==> config.mk <==
export PLATFORM = sky130hd
export DESIGN_NAME = keyed_string_hash_hex
export DESIGN_NICKNAME = d
export VERILOG_FILES = /design/src/rtl/ksh_pkg.sv /design/src/rtl/ksh_alu.sv /design/src/rtl/ksh_digest.sv /design/src/rtl/keyed_string_hash_hex.sv
export SDC_FILE = /design/constraint.sdc
export NUM_CORES = 2
export LEC_CHECK = 0
export ABC_AREA = 0
export BUFFER_PORTS_ARGS = -buffer_cell sky130_fd_sc_hd__buf_2
export CAP_MARGIN = 20
export CORE_ASPECT_RATIO = 1.2
export CORE_MARGIN = 3
export CORE_UTILIZATION = 60
export CTS_BUF_LIST = sky130_fd_sc_hd__clkbuf_4
export DETAILED_ROUTE_END_ITERATION = 7
export GPL_TIMING_DRIVEN = 0
export PLACE_DENSITY = 0.76
export SLEW_MARGIN = 10
export SYNTH_ARGS = -nofsm -noshare
export SYNTH_HDL_FRONTEND = slang
export SYNTH_SLANG_ARGS = --single-unit
==> constraint.sdc <==
create_clock -name clk -period 14.9 [get_ports clk]
set_clock_uncertainty 0.2 [all_clocks]
set_input_delay 0 -clock clk [delete_from_list [all_inputs] [get_ports clk]]
set_output_delay 0 -clock clk [all_outputs]
set_load 0.01 [all_outputs]
==> src/rtl/ksh_pkg.sv <==
// Package for the keyed string hash with hex digest.
// Holds the hash constants, command codes, sequencer and unit op types, and the
// hex digit function. Used by every module under rtl/.
`default_nettype none

package ksh_pkg;

  // Hash constants
  localparam logic [63:0] HASH_INIT    = 64'd5381;
  localparam logic [31:0] GOLDEN_MUL   = 32'h9E37_79B9;
  localparam int          DIGEST_CHARS = 32;
  localparam int          IDX_W        = $clog2(DIGEST_CHARS);
  // Highest hash bit the digest reads is 2*15+7
  localparam int          SNAP_W       = 38;
  localparam int          SH_W         = 6;

  // Command codes carried on in_tuser
  localparam logic [1:0] CMD_KEY = 2'd0;
  localparam logic [1:0] CMD_MSG = 2'd1;
  localparam logic [1:0] CMD_FIN = 2'd2;

  // Sequencer states
  typedef enum logic [2:0] {
    ST_IDLE,
    ST_MIX,
    ST_ROT,
    ST_MLO,
    ST_MHI
  } state_t;

  // Operations of the shared arithmetic unit
  typedef enum logic [1:0] {
    OP_MIX,
    OP_ROT,
    OP_MLO,
    OP_MHI
  } alu_op_t;

  // Digest launch from the sequencer to the emitter
  typedef struct packed {
    logic              start;
    logic [SNAP_W-1:0] snap;
  } dig_start_t;

  // Lowercase ASCII hex digit
  function automatic logic [6:0] hex_digit(input logic [3:0] nib);
    logic [6:0] wide;
    wide = {3'b000, nib};
    if (nib < 4'd10) begin
      hex_digit = 7'h30 + wide;
    end else begin
      hex_digit = 7'h57 + wide;
    end
  endfunction

endpackage

`default_nettype wire

==> src/rtl/ksh_alu.sv <==
// Shared arithmetic unit: mix step, shift-or step and the two halves of the
// 64x32 constant multiply on one 32x32 multiplier. Depends on ksh_pkg.
`default_nettype none

module ksh_alu
  import ksh_pkg::*;
(
  input  alu_op_t     op,
  input  logic [63:0] hash,
  input  logic [63:0] part,
  input  logic [7:0]  byte_in,
  output logic [63:0] result
);

  logic [63:0] sext;
  logic [31:0] mul_a;
  logic [63:0] prod;
  logic [31:0] upper;

  assign sext = {{56{byte_in[7]}}, byte_in};

  // One 32x32 multiplier, low half of the hash first, then the high half
  assign mul_a = (op == OP_MHI) ? hash[63:32] : hash[31:0];
  assign prod  = {32'd0, mul_a} * {32'd0, GOLDEN_MUL};
  assign upper = part[63:32] + prod[31:0];

  always_comb begin
    unique case (op)
      OP_MIX: result = ((hash << 5) + hash) ^ sext;
      OP_ROT: result = (hash << 13) | (hash >> 19);
      OP_MLO: result = prod;
      OP_MHI: result = {upper, part[31:0]};
      default: result = hash;
    endcase
  end

endmodule

`default_nettype wire

==> src/rtl/ksh_digest.sv <==
// Digest emitter: walks a snapshot of the hash and sends 32 hex characters
// through a registered output stage. Depends on ksh_pkg.
`default_nettype none

module ksh_digest
  import ksh_pkg::*;
(
  input  logic       clk,
  input  logic       rst_n,
  input  dig_start_t launch,
  output logic       busy,
  output logic       out_tvalid,
  input  logic       out_tready,
  output logic [7:0] out_tdata,
  output logic       out_tlast
);

  logic [SNAP_W-1:0] snap_r;
  logic [IDX_W-1:0]  idx_r;
  logic              busy_r;
  logic              valid_r;
  logic [6:0]        char_r;
  logic              last_r;
  logic [SH_W-1:0]   sh;
  logic [SNAP_W-1:0] shifted;
  logic              load;

  // Character j takes byte j/2 at bit 2*(j/2); high nibble first
  assign sh      = {1'b0, idx_r[IDX_W-1:1], 1'b0} + (idx_r[0] ? 6'd0 : 6'd4);
  assign shifted = snap_r >> sh;
  assign load    = busy_r && (!valid_r || out_tready);

  // Walk state
  always_ff @(posedge clk) begin
    if (!rst_n) begin
      busy_r <= 1'b0;
      idx_r  <= '0;
    end else if (launch.start) begin
      busy_r <= 1'b1;
      idx_r  <= '0;
    end else if (load) begin
      idx_r <= idx_r + 1'b1;
      if (idx_r == IDX_W'(DIGEST_CHARS - 1)) begin
        busy_r <= 1'b0;
      end
    end
  end

  always_ff @(posedge clk) begin
    if (launch.start) begin
      snap_r <= launch.snap;
    end
  end

  // Output register
  always_ff @(posedge clk) begin
    if (!rst_n) begin
      valid_r <= 1'b0;
    end else if (load) begin
      valid_r <= 1'b1;
    end else if (out_tready) begin
      valid_r <= 1'b0;
    end
  end

  always_ff @(posedge clk) begin
    if (load) begin
      char_r <= hex_digit(shifted[3:0]);
      last_r <= (idx_r == IDX_W'(DIGEST_CHARS - 1));
    end
  end

  assign busy       = busy_r;
  assign out_tvalid = valid_r;
  assign out_tdata  = {1'b0, char_r};
  assign out_tlast  = last_r;

endmodule

`default_nettype wire

==> src/rtl/keyed_string_hash_hex.sv <==
// Top level of the keyed string hash: sequencer, hash register, shared unit
// and digest emitter. Depends on ksh_pkg, ksh_alu and ksh_digest.
//
//  channel | direction | tdata                 | tuser        | tlast
//  in_     | slave     | [7:0] byte_value      | [1:0] command| -
//  out_    | master    | [6:0] hex_char, [7] 0 | -            | last
//
// A key byte is accepted, then mixed; a message byte is accepted, then takes
// the mix, shift-or, low and high half of the constant multiply on the one
// 32x32 multiplier in that order. A finish is accepted, then the emitter sends
// 32 beats, one a cycle while out_tready is high; in_tready stays low until
// the last beat is loaded. Reset sets the hash to 5381 and empties the output
// stage. An unused command is taken and dropped.
`default_nettype none

module keyed_string_hash_hex
  import ksh_pkg::*;
(
  input  logic       clk,
  input  logic       rst_n,
  input  logic       in_tvalid,
  output logic       in_tready,
  input  logic [7:0] in_tdata,   // [7:0] byte_value
  input  logic [1:0] in_tuser,   // [1:0] command
  output logic       out_tvalid,
  input  logic       out_tready,
  output logic [7:0] out_tdata,  // [6:0] hex_char, [7] zero
  output logic       out_tlast
);

  state_t      state_r, state_nxt;
  logic [63:0] hash_r;
  logic [63:0] part_r;
  logic [7:0]  byte_r;
  logic        msg_r;
  alu_op_t     op;
  logic [63:0] alu_res;
  logic        dig_busy;
  dig_start_t  launch;
  logic        accept;

  assign in_tready = (state_r == ST_IDLE) && !dig_busy;
  assign accept    = in_tvalid && in_tready;

  // Sequencer
  always_ff @(posedge clk) begin
    if (!rst_n) begin
      state_r <= ST_IDLE;
    end else begin
      state_r <= state_nxt;
    end
  end

  always_comb begin
    state_nxt = state_r;
    op        = OP_MIX;
    unique case (state_r)
      ST_IDLE: begin
        if (accept && (in_tuser == CMD_KEY || in_tuser == CMD_MSG)) begin
          state_nxt = ST_MIX;
        end
      end
      ST_MIX: begin
        op        = OP_MIX;
        state_nxt = msg_r ? ST_ROT : ST_IDLE;
      end
      ST_ROT: begin
        op        = OP_ROT;
        state_nxt = ST_MLO;
      end
      ST_MLO: begin
        op        = OP_MLO;
        state_nxt = ST_MHI;
      end
      ST_MHI: begin
        op        = OP_MHI;
        state_nxt = ST_IDLE;
      end
      default: state_nxt = ST_IDLE;
    endcase
  end

  // Latch the beat
  always_ff @(posedge clk) begin
    if (accept) begin
      byte_r <= in_tdata;
      msg_r  <= (in_tuser == CMD_MSG);
    end
  end

  // Hash register; finish snapshots it and starts again from the seed
  always_ff @(posedge clk) begin
    if (!rst_n) begin
      hash_r <= HASH_INIT;
    end else if (accept && in_tuser == CMD_FIN) begin
      hash_r <= HASH_INIT;
    end else if (state_r == ST_MIX || state_r == ST_ROT || state_r == ST_MHI) begin
      hash_r <= alu_res;
    end
  end

  // Low partial product
  always_ff @(posedge clk) begin
    if (state_r == ST_MLO) begin
      part_r <= alu_res;
    end
  end

  assign launch.start = accept && (in_tuser == CMD_FIN);
  assign launch.snap  = hash_r[SNAP_W-1:0];

  ksh_alu u_alu (
    .op      (op),
    .hash    (hash_r),
    .part    (part_r),
    .byte_in (byte_r),
    .result  (alu_res)
  );

  ksh_digest u_digest (
    .clk        (clk),
    .rst_n      (rst_n),
    .launch     (launch),
    .busy       (dig_busy),
    .out_tvalid (out_tvalid),
    .out_tready (out_tready),
    .out_tdata  (out_tdata),
    .out_tlast  (out_tlast)
  );

endmodule

`default_nettype wire

### After elaboration in Yosys (flattened, before gate mapping)

Cells that the tools add are included.

| storage, ports and cells | value |
|---|---|
| register bits after elaboration | 193 |
| input bits | 14 |
| logic and storage cells | 66 |

| cells by class | value |
|---|---|
| $add $sub $neg | 6 |
| multipliers | 1 |
| magnitude comparators | 1 |
| eq/ne operators | 11 |
| shift-type cells | 1 |
| muxes and demuxes | 13 |
| bitwise gates (word level) | 3 |
| reductions and logical operators | 19 |

Operators with widths:

| cell | count |
|---|---|
| $pmux 64 s4 | 1 |
| $add 64x64->64 | 1 |
| $mul 32x32->64 const B | 1 |
| $or 64x45->64 | 1 |
| $xor 64x64->64 | 1 |
| $shr 38x6->4 | 1 |
| $add 32x32->32 | 1 |
| $mux 32 | 1 |
| $pmux 3 s4 | 1 |
| $add 6x4->7 const A | 1 |
| $add 7x4->7 const A | 1 |
| $mux 7 | 1 |
| $add 5x6->6 | 1 |
| $eq 2x2->1 const B | 3 |
| $eq 3x2->1 const B | 2 |
| $mux 3 | 2 |
| $pmux 2 s3 | 1 |
| $reduce_bool 2->1 | 3 |
| $add 5x1->5 const B | 1 |
| $eq 5x5->1 const B | 1 |
| $logic_and 1x1->1 | 5 |
| $mux 1 | 5 |
| $eq 2x1->1 const B | 2 |
| $logic_not 2->1 | 2 |
| 11 further kinds | 15 |

### Longest topological paths before layout

| depth | value |
|---|---|
| depth in word-level cells | 7 |
| depth in mapped cells | 42 |
| mapped depth without buffers | 38 |

### Hierarchy

Synthesis repeated with hierarchy kept, for this count alone.

| second synthesis, totals | value |
|---|---|
| cells, all modules | 3549 |
| area total of the unflattened synthesis | 35484.0 um^2 |

By module, submodules not included:

| module | times used | cells an instance | area an instance (um^2) | sequential area each (um^2) |
|---|---|---|---|---|
| ksh_alu | 1 | 3064 | 27764.1 | 0.0 |
| keyed_string_hash_hex | 1 | 336 | 5215.0 | 3533.4 |
| ksh_digest | 1 | 149 | 2504.9 | 1521.5 |

### Worst setup path before layout

Ideal clock, no wire load.

| path | value |
|---|---|
| path type | register to register |
| start | register state_r[1] |
| end | register part_r[60] (data pin) |
| library setup time | 0.259 ns |
| arrival time | 9.043 ns |
| required time | 14.441 ns |
| setup slack | 5.398 ns |
| stages on the path, launching flop included | 37 |
| path buffers | 4 |
| path through | dfxtp_1 or3b_1 buf_2 clkbuf_1 clkbuf_1 buf_1 mux2i_1 inv_1 ha_1 ha_1 fa_1 inv_1 fa_1 inv_1 fa_1 inv_1 fa_1 inv_1 fa_1 fa_1 ha_1 nand2_1 o21a_1 and2_1 a21o_1 xnor2_1 ha_1 a21o_1 a21o_1 a21oi_1 and2_1 a22o_1 a211o_1 a31oi_1 xnor2_1 nor2_1 or2_1 |

| between the ends | value |
|---|---|
| cells in the longest elaborated chain, start to end | 7 |
| elaborated cells on any way between the ends | 12 |
| classes of those cells | 1 x add/sub; 1 x mul; 6 x eq/ne; 3 x mux; 1 x reduce/logical |

Ends and longest elaborated chain:

| item | line | RTL |
|---|---|---|
| from (decl) | keyed_string_hash_hex.sv:31 | `state_t state_r, state_nxt;` |
| from (signal assigned) | keyed_string_hash_hex.sv:50 | `state_r <= state_nxt;` |
| $eq 3x3->1 / $eq 3x2->1 (equally long branches) | keyed_string_hash_hex.sv:57 | `unique case (state_r)` |
| $pmux 2 s3 (*) | keyed_string_hash_hex.sv:57 |  |
| $eq 2x2->1 | ksh_alu.sv:23, ksh_alu.sv:28 |  |
| $mux 32 | ksh_alu.sv:23 | `assign mul_a = (op == OP_MHI) ? hash[63:32] : hash[31:0];` |
| $mul 32x32->64 | ksh_alu.sv:24 | `assign prod = {32'd0, mul_a} * {32'd0, GOLDEN_MUL};` |
| $add 32x32->32 | ksh_alu.sv:25 | `assign upper = part[63:32] + prod[31:0];` |
| $pmux 64 s4 (*) | ksh_alu.sv:28 | `unique case (op)` |
| via alu_res[60] | keyed_string_hash_hex.sv:37 | `logic [63:0] alu_res;` |
| to (signal assigned) | keyed_string_hash_hex.sv:105 | `part_r <= alu_res;` |
| to (decl) | keyed_string_hash_hex.sv:33 | `logic [63:0] part_r;` |

The timed path passes the listed nets; every way through them passes the cells marked *.
A chain may end at the register's enable or synchronous reset.

### Final worst setup path

| path | value |
|---|---|
| start | register state_r[0] |
| end | register part_r[58] (data pin) |

Same word-level chain as after synthesis.

==> flow_metrics.tcl <==
set metrics [dict create \
    slowest_stage "mux2i_1" \
    path_common_cell "fa_1" \
    maxSlewViolCount 0 \
    synth_top_area_share_pct 27.61 \
    synth_async_sr_flop_share_pct 0 \
    clock_path_buffers 2 \
    fmax_mhz 72.61 \
    drtPass1Iterations 6 \
    synth_fp_nets 4741 \
    initialDrtViolationCount 3450 \
    clk_pin_slew_ns 0.20 \
    yosys_warnings 0 \
    end_kind "flip-flop" \
    cap_violations 0 \
    hp-class "reg -> reg" \
    die_y_um 271.2 \
    critical_path_arrival_ns 13.98 \
    yosys.area.top_type "fa_1" \
    yosysUniqueCellTypes 99 \
    synth_top_cells_by_count "668 x inv_1, 492 x ha_1, 485 x fa_1, 273 x nand2_1, 235 x a21oi_1" \
    max_slew_margin_pct 20.32 \
    avgSynthCellArea_um2 9.378 \
    critPathMaxStageDelay_ns 0.99 \
    overflow 0 \
    cts_tree "yes" \
    grt_use_total_pct 40.65 \
    finalCritPeriodShare_pct 92.43 \
    synth_seq_area_share_pct 14.37 \
    cts_inserted_buffers 17 \
    dieArea_um2 61560 \
    fin_nets 4815 \
    critPathMaxFanout 10 \
    start_util_pct 61.12 \
    area_growth_pct 4.864 \
    pin_count 25 \
    status "completed" \
    fp.dieW_um 227.0 \
    port_buffers 23 \
    rows 96 \
    grt_pass1_vias 29350 \
    place_congestion 1.070 \
    worstSkewPairLatency_ns 0.69 \
    grt_first_pass_wirelength_mm 183.8 \
    critPathKind "reg -> reg" \
    antenna_found_initial 6 \
    grt_setup_unrepaired "no" \
    synth.area.top_cells "fa_1 28%, ha_1 18%, edfxtp_1 10%" \
    ant_nets 0 \
    synthFlopType "edfxtp_1" \
    drt-total-wl_mm 123.8 \
    final-setup-viol-count 0 \
    ys_seq_elements 193 \
    cts-root-buf "clkbuf_4" \
    critPathRequiredTime_ns 15.10 \
    finalCriticalPeriod_ns 13.77 \
    drc_errors 0 \
    yosysMostFrequentCell "inv_1" \
    core_area_um2 57540 \
    synth_cells 3750 \
    hpwlAfterDp_mm 103.0 \
    vias 29390 \
    clock-sinks 193 \
    setup-tns-final_ns 0 \
    finalHoldViolCount 0 \
    synth_edf_count 119 \
    routed_via_density 6.423 \
    grt_max_degree 41 \
    h-tree-depth 4 \
    syn-cell-area_um2 35170 \
    cp-start-kind "flip-flop" \
    worst_pin_slew_ns 1.165 \
    drive_gt1_share_pct 4.431 \
    wire_per_inst_um 27.06 \
]
==> per-layer routing <==
layer / global-route usage, % / up-vias / part of all wire [%]
met5: 0 / - / 0.015
met4: 22.55 / 4 / 7.3
met3: 9.907 / 476 / 11
met2: 60.05 / 1824 / 43
met1: 55.00 / 14340 / 39
li1: - / 12740 / -
==> final cells by class <==
type	instances	area (um^2)
Sequential cell	193	5055
Buffer	137	554.3
Multi-Input combinational cell	2751	27050
Tap cell	735	919.6
Clock buffer	17	127.6
Timing Repair Buffer	55	439.2
Inverter	669	2511
Antenna cell	4	10.01
Fill cell	4875	20660
Clock inverter	15	207.7
==> timing repair <==
action | CTS | global route
setup endpoints to repair | 0 | 0
endpoints found under the hold margin | 30 | 0
hold buffers | 27 | 0
setup buffers | 0 | 0
resized for setup | 0 | 0
==> cells in the final DEF (no fill, tap or decap), types with 73 or more instances in the layout <==
master	instances
a21o_1	73
a21oi_1	235
clkbuf_1	105
dfxtp_1	74
edfxtp_1	119
fa_1	485
ha_1	492
inv_1	667
nand2_1	273
nor2_1	188
o21ai_0	162
xnor2_1	144
==> sequential cells by signal, indices dropped and copies added (netlist names) <==
register,count
hash_r,64
part_r,64
u_digest.snap_r,38
byte_r,8
u_digest.char_r,7
u_digest.idx_r,5
state_r,3
msg_r,1
u_digest.busy,1
u_digest.out_tlast,1
u_digest.out_tvalid,1
==> cell families (layout without fill, tap and decap cells) <==
family	count (synthesis)	in the layout	share of synthesized area (%)
buf+inv	806	893	8.710
flops	193	193	14.37
mux	76	76	2.921
fa+ha+maj	979	979	45.17
simple gates	714	714	9.240
other cells	2	6	0.02135
compound gates	770	770	14.33
xor+xnor	210	210	5.230
==> worst max-delay path: cells and delay by family, from the launching register on <==
kind	cells	cell delay, ns
AO/OA/AOI/OAI	10	1.83
flip-flops	1	0.42
adder cells (fa/ha/maj)	10	4.80
multiplexers	1	0.99
AND/OR/NAND/NOR	5	0.77
buffers and inverters	9	3.42
XOR/XNOR	2	1.04
==> through the flow <==
stage	hold slack [ns]	area, um^2	utilization, %	setup WS [ns]	std cells
after global placement	-0.02322	36200	62.92	1.982	4508
final	0.3447	36880	64.10	1.128	4576
after global routing	0.3121	36870	64.09	1.005	4574
after detailed placement	-0.02190	36240	62.99	1.895	4510
after floorplan	-0.1011	35170	-	5.398	3750
after CTS	0.2450	36850	64.04	1.775	4569
==> final timing paths <==
check / startpoint / end / slack (ns) / cells after the start
setup reg to reg: state_r[0] / part_r[58] / 1.13 / 37
setup / recovery: state_r[0] / part_r[58] / 1.13 / 37
hold / removal: u_digest.out_tvalid / u_digest.out_tvalid / 0.34 / 2
hold reg to reg: u_digest.out_tvalid / u_digest.out_tvalid / 0.34 / 2
Power is not shown: default switching activity piles up to over one toggle a cycle in this logic, so the estimate is an artifact.
